### config.mk
export PLATFORM = sky130hd
export DESIGN_NAME = udp_port_packet_classifier
export DESIGN_NICKNAME = d
export VERILOG_FILES = /design/src/rtl/core/udpc_pkg.sv /design/src/rtl/core/udpc_parser.sv /design/src/rtl/core/udp_port_packet_classifier.sv
export SDC_FILE = /design/constraint.sdc
export NUM_CORES = 1
export LEC_CHECK = 0
export BUFFER_PORTS_ARGS = -buffer_cell sky130_fd_sc_hd__buf_2
export CORE_ASPECT_RATIO = 0.75
export CORE_MARGIN = 2
export CORE_UTILIZATION = 40
export CTS_CLUSTER_SIZE = 20
export DETAILED_ROUTE_END_ITERATION = 16
export SYNTH_ARGS = -nofsm -noshare
export SYNTH_HDL_FRONTEND = slang
export SYNTH_HIERARCHICAL = 1
export SYNTH_SLANG_ARGS = --single-unit
### constraint.sdc
create_clock -name clk_i -period 5.1 [get_ports clk_i]
set_clock_uncertainty 0.15 [all_clocks]
set_input_delay 0.765 -clock clk_i [delete_from_list [all_inputs] [get_ports clk_i]]
set_output_delay 0.765 -clock clk_i [all_outputs]
set_load 0.03 [all_outputs]
### src/rtl/core/udpc_pkg.sv
package udpc_pkg;

  // frame field values
  localparam logic [15:0] ETYPE_IPV4 = 16'h0800;
  localparam logic [15:0] ETYPE_IPV6 = 16'h86DD;
  localparam logic [7:0]  PROTO_UDP  = 8'd17;

  // byte offsets within the frame
  localparam logic [6:0] OFS_ETYPE_HI = 7'd12;
  localparam logic [6:0] OFS_ETYPE_LO = 7'd13;
  localparam logic [6:0] OFS_L3_START = 7'd14;
  localparam logic [6:0] OFS_V4_PROTO = 7'd23;
  localparam logic [6:0] OFS_V4_DP_HI = 7'd36;
  localparam logic [6:0] OFS_V4_DP_LO = 7'd37;
  localparam logic [6:0] OFS_V6_NXTHD = 7'd20;
  localparam logic [6:0] OFS_V6_DP_HI = 7'd56;
  localparam logic [6:0] OFS_V6_DP_LO = 7'd57;
  localparam logic [6:0] COUNT_MAX    = 7'd127;

  // minimum frame lengths
  localparam logic [7:0] MIN_ETH    = 8'd14;
  localparam logic [7:0] MIN_V4_IP  = 8'd34;
  localparam logic [7:0] MIN_V4_UDP = 8'd42;
  localparam logic [7:0] MIN_V6_IP  = 8'd54;
  localparam logic [7:0] MIN_V6_UDP = 8'd62;

  // register map
  localparam logic REG_LISTEN_PORT = 1'b0;
  localparam logic REG_QUEUE_MASK  = 1'b1;

  typedef enum logic [2:0] {
    VERDICT_REDIRECT      = 3'd0,
    VERDICT_SHORT_ETH     = 3'd1,
    VERDICT_NOT_IP        = 3'd2,
    VERDICT_SHORT_IP      = 3'd3,
    VERDICT_NOT_UDP       = 3'd4,
    VERDICT_SHORT_UDP     = 3'd5,
    VERDICT_PORT_MISMATCH = 3'd6,
    VERDICT_NO_SOCKET     = 3'd7
  } verdict_e;

  // one frame byte as held in the input stage
  typedef struct packed {
    logic [7:0] data;
    logic       last;
    logic [5:0] queue;
  } beat_t;

endpackage

### src/rtl/core/udpc_parser.sv
module udpc_parser #(
  parameter int QUEUE_COUNT = 64
) (
  input  logic                   clk_i,
  input  logic                   rst_ni,
  input  udpc_pkg::beat_t        beat_i,
  input  logic                   adv_i,
  input  logic [15:0]            listen_port_i,
  input  logic [QUEUE_COUNT-1:0] queue_mask_i,
  output udpc_pkg::verdict_e     verdict_o
);

  logic [6:0]  count_q, count_d;
  logic [15:0] etype_q, etype_d;
  logic [7:0]  proto_q, proto_d;
  logic [15:0] dport_q, dport_d;
  logic [7:0]  frame_len;
  logic [63:0] mask_ext;
  logic        is_v4, is_v6;

  assign mask_ext = 64'(queue_mask_i);

  // header capture for the current byte
  always_comb begin
    etype_d = etype_q;
    proto_d = proto_q;
    dport_d = dport_q;
    if (count_q == udpc_pkg::OFS_ETYPE_HI) etype_d[15:8] = beat_i.data;
    if (count_q == udpc_pkg::OFS_ETYPE_LO) etype_d[7:0] = beat_i.data;
    if (count_q >= udpc_pkg::OFS_L3_START) begin
      if (etype_q == udpc_pkg::ETYPE_IPV4) begin
        if (count_q == udpc_pkg::OFS_V4_PROTO) proto_d = beat_i.data;
        if (count_q == udpc_pkg::OFS_V4_DP_HI) dport_d[15:8] = beat_i.data;
        if (count_q == udpc_pkg::OFS_V4_DP_LO) dport_d[7:0] = beat_i.data;
      end else if (etype_q == udpc_pkg::ETYPE_IPV6) begin
        if (count_q == udpc_pkg::OFS_V6_NXTHD) proto_d = beat_i.data;
        if (count_q == udpc_pkg::OFS_V6_DP_HI) dport_d[15:8] = beat_i.data;
        if (count_q == udpc_pkg::OFS_V6_DP_LO) dport_d[7:0] = beat_i.data;
      end
    end
    count_d = (count_q == udpc_pkg::COUNT_MAX) ? count_q : count_q + 7'd1;
  end

  assign frame_len = {1'b0, count_q} + 8'd1;
  assign is_v4     = (etype_d == udpc_pkg::ETYPE_IPV4);
  assign is_v6     = (etype_d == udpc_pkg::ETYPE_IPV6);

  // verdict on the captured headers, first failing check wins
  always_comb begin
    if (frame_len < udpc_pkg::MIN_ETH) begin
      verdict_o = udpc_pkg::VERDICT_SHORT_ETH;
    end else if (!is_v4 && !is_v6) begin
      verdict_o = udpc_pkg::VERDICT_NOT_IP;
    end else if (frame_len < (is_v4 ? udpc_pkg::MIN_V4_IP : udpc_pkg::MIN_V6_IP)) begin
      verdict_o = udpc_pkg::VERDICT_SHORT_IP;
    end else if (proto_d != udpc_pkg::PROTO_UDP) begin
      verdict_o = udpc_pkg::VERDICT_NOT_UDP;
    end else if (frame_len < (is_v4 ? udpc_pkg::MIN_V4_UDP : udpc_pkg::MIN_V6_UDP)) begin
      verdict_o = udpc_pkg::VERDICT_SHORT_UDP;
    end else if (dport_d != listen_port_i) begin
      verdict_o = udpc_pkg::VERDICT_PORT_MISMATCH;
    end else if ({1'b0, beat_i.queue} >= 7'(QUEUE_COUNT) || !mask_ext[beat_i.queue]) begin
      verdict_o = udpc_pkg::VERDICT_NO_SOCKET;
    end else begin
      verdict_o = udpc_pkg::VERDICT_REDIRECT;
    end
  end

  // frame state, cleared after the last byte
  always_ff @(posedge clk_i or negedge rst_ni) begin
    if (!rst_ni) begin
      count_q <= '0;
      etype_q <= '0;
      proto_q <= '0;
      dport_q <= '0;
    end else if (adv_i) begin
      if (beat_i.last) begin
        count_q <= '0;
        etype_q <= '0;
        proto_q <= '0;
        dport_q <= '0;
      end else begin
        count_q <= count_d;
        etype_q <= etype_d;
        proto_q <= proto_d;
        dport_q <= dport_d;
      end
    end
  end

endmodule

### src/rtl/core/udp_port_packet_classifier.sv
// UDP destination port classifier for Ethernet frames.
// Input channel: one frame byte per beat (data_byte_i, last_byte_i, rx_queue_i)
// with in_valid_i / in_ready_o. rx_queue_i is used on the last byte only.
// Output channel: one verdict per frame (redirect_o, target_queue_o,
// verdict_code_o) with out_valid_o / out_ready_i, given after the last byte.
// Configuration: APB write to 0x0 sets the listen port, to 0x8 the 64-bit
// bound-queue mask; pready is always high and reads return the register.
// Throughput is one byte per cycle unless a last byte waits for the verdict
// register: every byte passes an input register, offset compares and captures,
// and (on the last byte) the verdict register, which then raises out_valid_o.
// When the receiver stalls, the verdict waits in the output register; bytes
// that are not last keep flowing, and a last byte is held in the input
// register, with in_ready_o low, until the verdict register frees up.
// Reset clears the frame state, the configuration registers and all valid flags.
module udp_port_packet_classifier #(
  parameter int QUEUE_COUNT = 64
) (
  input  logic        clk_i,
  input  logic        rst_ni,
  // byte channel
  input  logic        in_valid_i,
  output logic        in_ready_o,
  input  logic [7:0]  data_byte_i,
  input  logic        last_byte_i,
  input  logic [5:0]  rx_queue_i,
  // verdict channel
  output logic        out_valid_o,
  input  logic        out_ready_i,
  output logic        redirect_o,
  output logic [5:0]  target_queue_o,
  output logic [2:0]  verdict_code_o,
  // configuration
  input  logic        psel,
  input  logic        penable,
  input  logic        pwrite,
  input  logic [3:0]  paddr,
  input  logic [63:0] pwdata,
  output logic [63:0] prdata,
  output logic        pready
);

  logic                   s1_valid_q;
  udpc_pkg::beat_t        s1_beat_q;
  logic                   out_valid_q;
  logic                   redirect_q;
  logic [5:0]             tqueue_q;
  udpc_pkg::verdict_e     verdict_q;
  udpc_pkg::verdict_e     verdict;
  logic [15:0]            port_q;
  logic [QUEUE_COUNT-1:0] mask_q;
  logic                   out_free;
  logic                   s1_adv;
  logic                   cfg_wr;

  // configuration registers
  assign pready = 1'b1;
  assign cfg_wr = psel && penable && pwrite;
  assign prdata = (paddr[3] == udpc_pkg::REG_QUEUE_MASK) ? 64'(mask_q) : 64'(port_q);

  always_ff @(posedge clk_i or negedge rst_ni) begin
    if (!rst_ni) begin
      port_q <= '0;
      mask_q <= '0;
    end else if (cfg_wr) begin
      if (paddr[3] == udpc_pkg::REG_LISTEN_PORT) port_q <= pwdata[15:0];
      else mask_q <= pwdata[QUEUE_COUNT-1:0];
    end
  end

  // handshake: a last byte needs a free verdict register to move on
  assign out_free   = !out_valid_q || out_ready_i;
  assign s1_adv     = s1_valid_q && (!s1_beat_q.last || out_free);
  assign in_ready_o = !s1_valid_q || s1_adv;

  // input register
  always_ff @(posedge clk_i or negedge rst_ni) begin
    if (!rst_ni) begin
      s1_valid_q <= 1'b0;
    end else if (in_valid_i && in_ready_o) begin
      s1_valid_q <= 1'b1;
    end else if (s1_adv) begin
      s1_valid_q <= 1'b0;
    end
  end

  always_ff @(posedge clk_i) begin
    if (in_valid_i && in_ready_o) begin
      s1_beat_q.data  <= data_byte_i;
      s1_beat_q.last  <= last_byte_i;
      s1_beat_q.queue <= rx_queue_i;
    end
  end

  udpc_parser #(
    .QUEUE_COUNT(QUEUE_COUNT)
  ) u_parser (
    .clk_i        (clk_i),
    .rst_ni       (rst_ni),
    .beat_i       (s1_beat_q),
    .adv_i        (s1_adv),
    .listen_port_i(port_q),
    .queue_mask_i (mask_q),
    .verdict_o    (verdict)
  );

  // verdict register
  always_ff @(posedge clk_i or negedge rst_ni) begin
    if (!rst_ni) begin
      out_valid_q <= 1'b0;
    end else if (s1_adv && s1_beat_q.last) begin
      out_valid_q <= 1'b1;
    end else if (out_ready_i) begin
      out_valid_q <= 1'b0;
    end
  end

  always_ff @(posedge clk_i) begin
    if (s1_adv && s1_beat_q.last) begin
      verdict_q  <= verdict;
      redirect_q <= (verdict == udpc_pkg::VERDICT_REDIRECT);
      tqueue_q   <= (verdict == udpc_pkg::VERDICT_REDIRECT) ? s1_beat_q.queue : 6'd0;
    end
  end

  assign out_valid_o    = out_valid_q;
  assign redirect_o     = redirect_q;
  assign target_queue_o = tqueue_q;
  assign verdict_code_o = verdict_q;

endmodule
# Word level (Yosys, flattened, before mapping)
# Cells that the tools add are included.
classes:
  n_addsub: 2
  mul: 0
  n_div: 0
  magnitude_cmp: 5
  eq_ne: 16
  shifts: 0
  mux: 35
  n_bitwise: 1
  reduce_logical: 20
op_table:
  columns: ["cell", "n"]
  rows:
  - ["$mux W8", 12]
  - ["$mux W16", 5]
  - ["$mux W64", 1]
  - ["$eq A16 B12 Y1 const B", 2]
  - ["$eq A16 B16 Y1 const B", 2]
  - ["$eq A7 B6 Y1 const B", 4]
  - ["$mux W3", 7]
  - ["$lt A8 B8 Y1", 2]
  - ["$ne A16 B16 Y1", 1]
  - ["$eq A7 B4 Y1 const B", 2]
  - ["$eq A7 B5 Y1 const B", 2]
  - ["$mux W7", 2]
  - ["$mux W5", 2]
  - ["$add A7 B1 Y8 const B", 1]
  - ["$lt A8 B4 Y1 const B", 1]
  - ["$ne A8 B5 Y1 const B", 1]
  - ["$add A7 B1 Y7 const B", 1]
  - ["$eq A7 B7 Y1 const B", 1]
  - ["$ge A7 B4 Y1 const B", 1]
  - ["$lt A6 B7 Y1 const B", 1]
  - ["$bmux W1 S6", 1]
  - ["$logic_and A1 B1 Y1", 6]
  - ["$reduce_and A2 Y1", 3]
  - ["$logic_not A1 Y1", 5]
  - ["other kinds (6)", 13]
totals:
  regBits: 154
  latch_bits: 0
  ramBits: 0
  rom_bits: 0
  out_inout_bits: 77
  elab_cells: 93
  memories: 0

# Depth between registers and ports, before layout
logic_depth:
  word_depth: 13
  mapped_depth: 16
  depth_no_buf: 15

# By module
# Netlist, hierarchy kept.
modules_own_cells:
  columns: ["module", "n_inst", "cells_each", "area_each_um2", "seq_area_each_um2"]
  rows:
  - ["udp_port_packet_classifier", 1, 284, 4659.5, 2802.7]
  - ["udpc_parser", 1, 408, 3686.0, 1176.1]

# Worst setup path after synthesis
# No wires, ideal clock.
synth_timing:
  path_kind: "register to register"
  startpoint: "register u_parser.count_q[5]"
  endpoint: "register tqueue_q[0], in the netlist target_queue_o[0] (data pin)"
  t_arrival_ns: 3.407
  setup_slack_ns: 1.411
  path_stages_with_launch: 16
  period_less_slack_ns: 3.689
  path_cell_list: "dfrtp_1 > buf_6 > nor4b_2 > and3_1 > clkbuf_1 > mux2i_1 > nand2_1 > nor4_1 > and2_1 > ha_1 > a21oi_1 > maj3_1 > o21a_1 > o2bb2a_2 > nor3_1 > and2_1"
synth_via:
  elab_chain_len: 13
  elab_cells_between_ends: 43
  classes_between: "add/sub (1); order compare (4); eq/ne (12); mux (22); reduce/logical (4)"
synth_rtl:
  columns: ["element", "line", "rtl"]
  rows:
  - ["start: declaration", "udpc_parser.sv:13", "logic [6:0] count_q, count_d;"]
  - ["start signal: assignment", "udpc_parser.sv:83", "count_q <= count_d;"]
  - ["branches (longest 11 deep; another with $lt A8 B8 Y1)", null, null]
  - ["$mux W3 (*)", "udpc_parser.sv:50", "if (frame_len < udpc_pkg::MIN_ETH) begin"]
  - ["named net verdict[0]", "udp_port_packet_classifier.sv:48", "udpc_pkg::verdict_e verdict;"]
  - ["$logic_not A3 Y1 (*)", "udp_port_packet_classifier.sv:121", "tqueue_q <= (verdict == udpc_pkg::VERDICT_REDIRECT) ? s1_beat_q.queue : 6'd0;"]
  - ["end signal: assignment", "udp_port_packet_classifier.sv:121", null]
  - ["end: declaration", "udp_port_packet_classifier.sv:46", "logic [5:0] tqueue_q;"]
# Mark *: on every way through the listed nets, which the timed path passes.
# A chain may end at the register's enable or synchronous reset.

# Final worst setup path
layout_timing:
  startpoint: "register u_parser.count_q[5]"
  endpoint: "register tqueue_q[2], in the netlist target_queue_o[2] (data pin)"
# Same word-level chain as after synthesis.

==> impl_metrics.tcl <==
set metrics [dict create \
    insertion_delay_ps 430 \
    rsz0062_at_grt "false" \
    crit_path_end_kind "flop" \
    swShare 0.310 \
    yosysWarnings 6 \
    antenna_left 0 \
    clk_pin_slew_ps 70 \
    drc_errors 0 \
    final-hold-violation-count 0 \
    grt_pass1_wl_mm 34.5 \
    async_flop_share 0.838 \
    synth_edf_count 25 \
    antenna_found_initial 1 \
    rows 45 \
    path_class "flop to flop" \
    leakage_nw 4.56 \
    postCtsSetupBuffers 0 \
    hold_path.class "flop to flop" \
    grt_overflow 0 \
    relSlewSlack 0.357 \
    wirelength_mm 21.9 \
    fillers 1808 \
    cts_made_buffers 17 \
    crit_path_max_fanout 10 \
    grt_usage 0.207 \
    grt_max_degree 75 \
    maxSlewViolCount 0 \
    whs_ps 333 \
    comb_power_share 0.231 \
    fmax_ghz 0.231 \
    dpl.cell_count 1109 \
    cts_hold_buffers 0 \
    die_area_um2 22000 \
    drtPass1Iterations 7 \
    cts.sinks 154 \
    grt_pass1_vias 6007 \
    start_util 0.411 \
    instances_no_fill 1140 \
    synth_top_flop_cell "dfrtp_1" \
    antenna-diode-count 0 \
    post_cts_resize_count 0 \
    p_int_mw 2.56 \
    fin_crit_sh 0.849 \
    cts_max_level 4 \
    areaGrowthSynthToFinish_pct 19.1 \
    finalPower_mw 3.70 \
    power.switching_mw 1.15 \
    vias_per_cell 5.33 \
    tightest_slew_ps 965 \
    r2r_end "target_queue_o[2]" \
    cp_data_required_time_ps 5240 \
    yosysTopAreaCellShare 0.387 \
    outcome "completed" \
    p_per_area_nw_per_um2 373 \
    netlist_area_um2 8350 \
    layout-drive-gt1-share 0.389 \
    cts_root_buffer "clkbuf_16" \
    gp_congestion 0.825 \
    period_minus_slack_ps 4330 \
    coreArea_um2 20300 \
    yosysTopAreaCell "dfrtp_1" \
    fp.dieW_um 171 \
    vdd_drop_max_mv 0.227 \
    die_h_um 129 \
    dr.first_iter.drc_count 421 \
    syn_nets 788 \
    io_buffers 162 \
    hold_path_depth 2 \
    cts_tree "yes" \
    ctsLongestPathBuffers 2 \
    dp_hpwl_mm 15.9 \
    avgSynthCellArea_um2 12.1 \
    r2r_start "u_parser/count_q[5]" \
    cp_data_arrival_time_ps 4470 \
    fin_nets 942 \
    tns_ps 0 \
    cp-start-kind "flop" \
    synth-seq-cells 154 \
    setup_viol 0 \
    netlist_top_cells_area "dfrtp_1 39%, mux2_4 11%, edfxtp_1 9.0%" \
    power_frac_seq 0.425 \
    worst-r2r-cell-count 13 \
    num_vias 6076 \
    yosysUniqueCellTypes 70 \
    post_drt_wl_per_cell_um 19.2 \
    synth_seq_area_share 0.477 \
    min_from "u_parser/etype_q[13]" \
    r2r_slack_ps 770 \
    p_clk_frac 0.344 \
    whs_endpoint "u_parser/etype_q[13]" \
    syn_inst 692 \
    drv_cap 0 \
    io_pins 167 \
]
cell families after synthesis:
kind of cell             count (synthesis)  share of synthesized area
buffers and inverters                   51                     0.0328
other                                    1                   0.000449
flip-flops                             154                      0.477
AND/OR/NAND/NOR                        217                      0.155
adder cells (fa/ha/maj)                  7                     0.0102
XOR/XNOR                                21                     0.0220
multiplexers                           121                      0.211
AO/OA/AOI/OAI                          120                     0.0918
worst max-delay path by stage:
stage,slack (ps),cells past startpoint,from,endpoint
floorplan,1410,15,u_parser/count_q[5],target_queue_o[0]
global placement,810,13,u_parser/count_q[5],target_queue_o[1]
detailed placement,870,13,u_parser/count_q[5],target_queue_o[1]
CTS,820,13,u_parser/count_q[5],target_queue_o[2]
global route,290,14,u_parser/count_q[0],target_queue_o[2]
finish,770,13,u_parser/count_q[5],target_queue_o[2]
stage by stage:
stage          setup slack (ps)  utilization  instance area, um2
4_1_cts                     821        0.489                9940
3_3_place_gp                809        0.460                9360
2_1_floorplan              1410            -                8350
3_5_place_dp                867        0.460                9360
5_1_grt                     292        0.489                9940
6_report                    771        0.489                9940
cells in the mapped netlist, drive strengths merged (3+ instances only):
master	number
a21oi	14
nor4b	3
mux4	16
nand4b	3
a22oi	16
and3	3
nand2b	12
clkbuf	16
ha	6
or3	4
o22ai	3
nand3	14
nor2b	5
a211oi	4
inv	15
nand4	5
o2bb2ai	8
o21ai	54
nor3	14
mux2i	7
xor2	15
dfrtp	129
xnor2	6
nor2	13
a21o	3
buf	19
or4	3
nor4	8
o31ai	3
mux2	98
a21boi	3
nand2	60
and2	61
edfxtp	25
flip-flops by register name, indices dropped and copies added (netlist names), 3 cells and up:
signal            count
mask_q               64
port_q               16
s1_beat_q            15
u_parser/etype_q     16
verdict_code_o        3
u_parser/proto_q      8
u_parser/dport_q     16
u_parser/count_q      7
target_queue_o        6
power by group through the flow:
stage | Clock (mW) | Sequential, mW | Combinational [mW]
2_1_floorplan | 0 | 1.53 | 0.633
3_3_place_gp | 0 | 1.59 | 0.851
3_5_place_dp | 0 | 1.59 | 0.854
4_1_cts | 1.30 | 1.57 | 0.859
5_1_grt | 1.35 | 1.60 | 0.911
6_report | 1.27 | 1.57 | 0.854
metal layers:
metal  vias up  GRT usage  part of all wire
met3        14     0.0559             0.078
met4         0     0.0513            0.0099
met5         -          0                 0
li1       2813          -                 -
met2       206      0.279              0.41
met1      3043      0.326              0.50
worst max-delay path: stages, from the launching register on:
cell and delay (ps):
dfrtp_1 490, nor4b_2 470, and3_1 420, mux2i_1 280, nand2_1 90, nor4_1 360, and2_1 240, ha_1 150
a21oi_1 90, maj3_1 340, o21a_1 170, o2bb2a_2 290, nor3_1 450, and2_1 210
cells in the final DEF (no fill, tap or decap), types with 4 or more instances in the layout:
cell type and n:
edfxtp_1 25, o2bb2ai_1 8, mux2_4 60, a22oi_1 15, inv_1 15, a211oi_1 4
nand2_1 60, and2_1 61, ha_1 6, buf_2 161, nand4_1 4, clkbuf_16 17
dfrtp_1 129, nor3_1 13, a21oi_1 14, nor2b_1 5, nand2b_1 12, o21ai_0 50
nor2_1 12, nor4_1 4, xor2_1 15, mux2i_1 7, buf_4 9, o21ai_1 4
mux4_2 16, inv_6 4, xnor2_1 6, nand3_1 14, mux2_2 38
layout make-up:
class	instances	area [um2]	area share
repair buffers	170	873	0.0879
multi-input cells	487	4090	0.412
clock inverters	12	140	0.0141
flip-flops and latches	154	3980	0.400
clock buffers	19	443	0.0446
inverters	16	60.1	0.00604
well taps	282	353	0.0355
(Power assumes the default switching activity.)
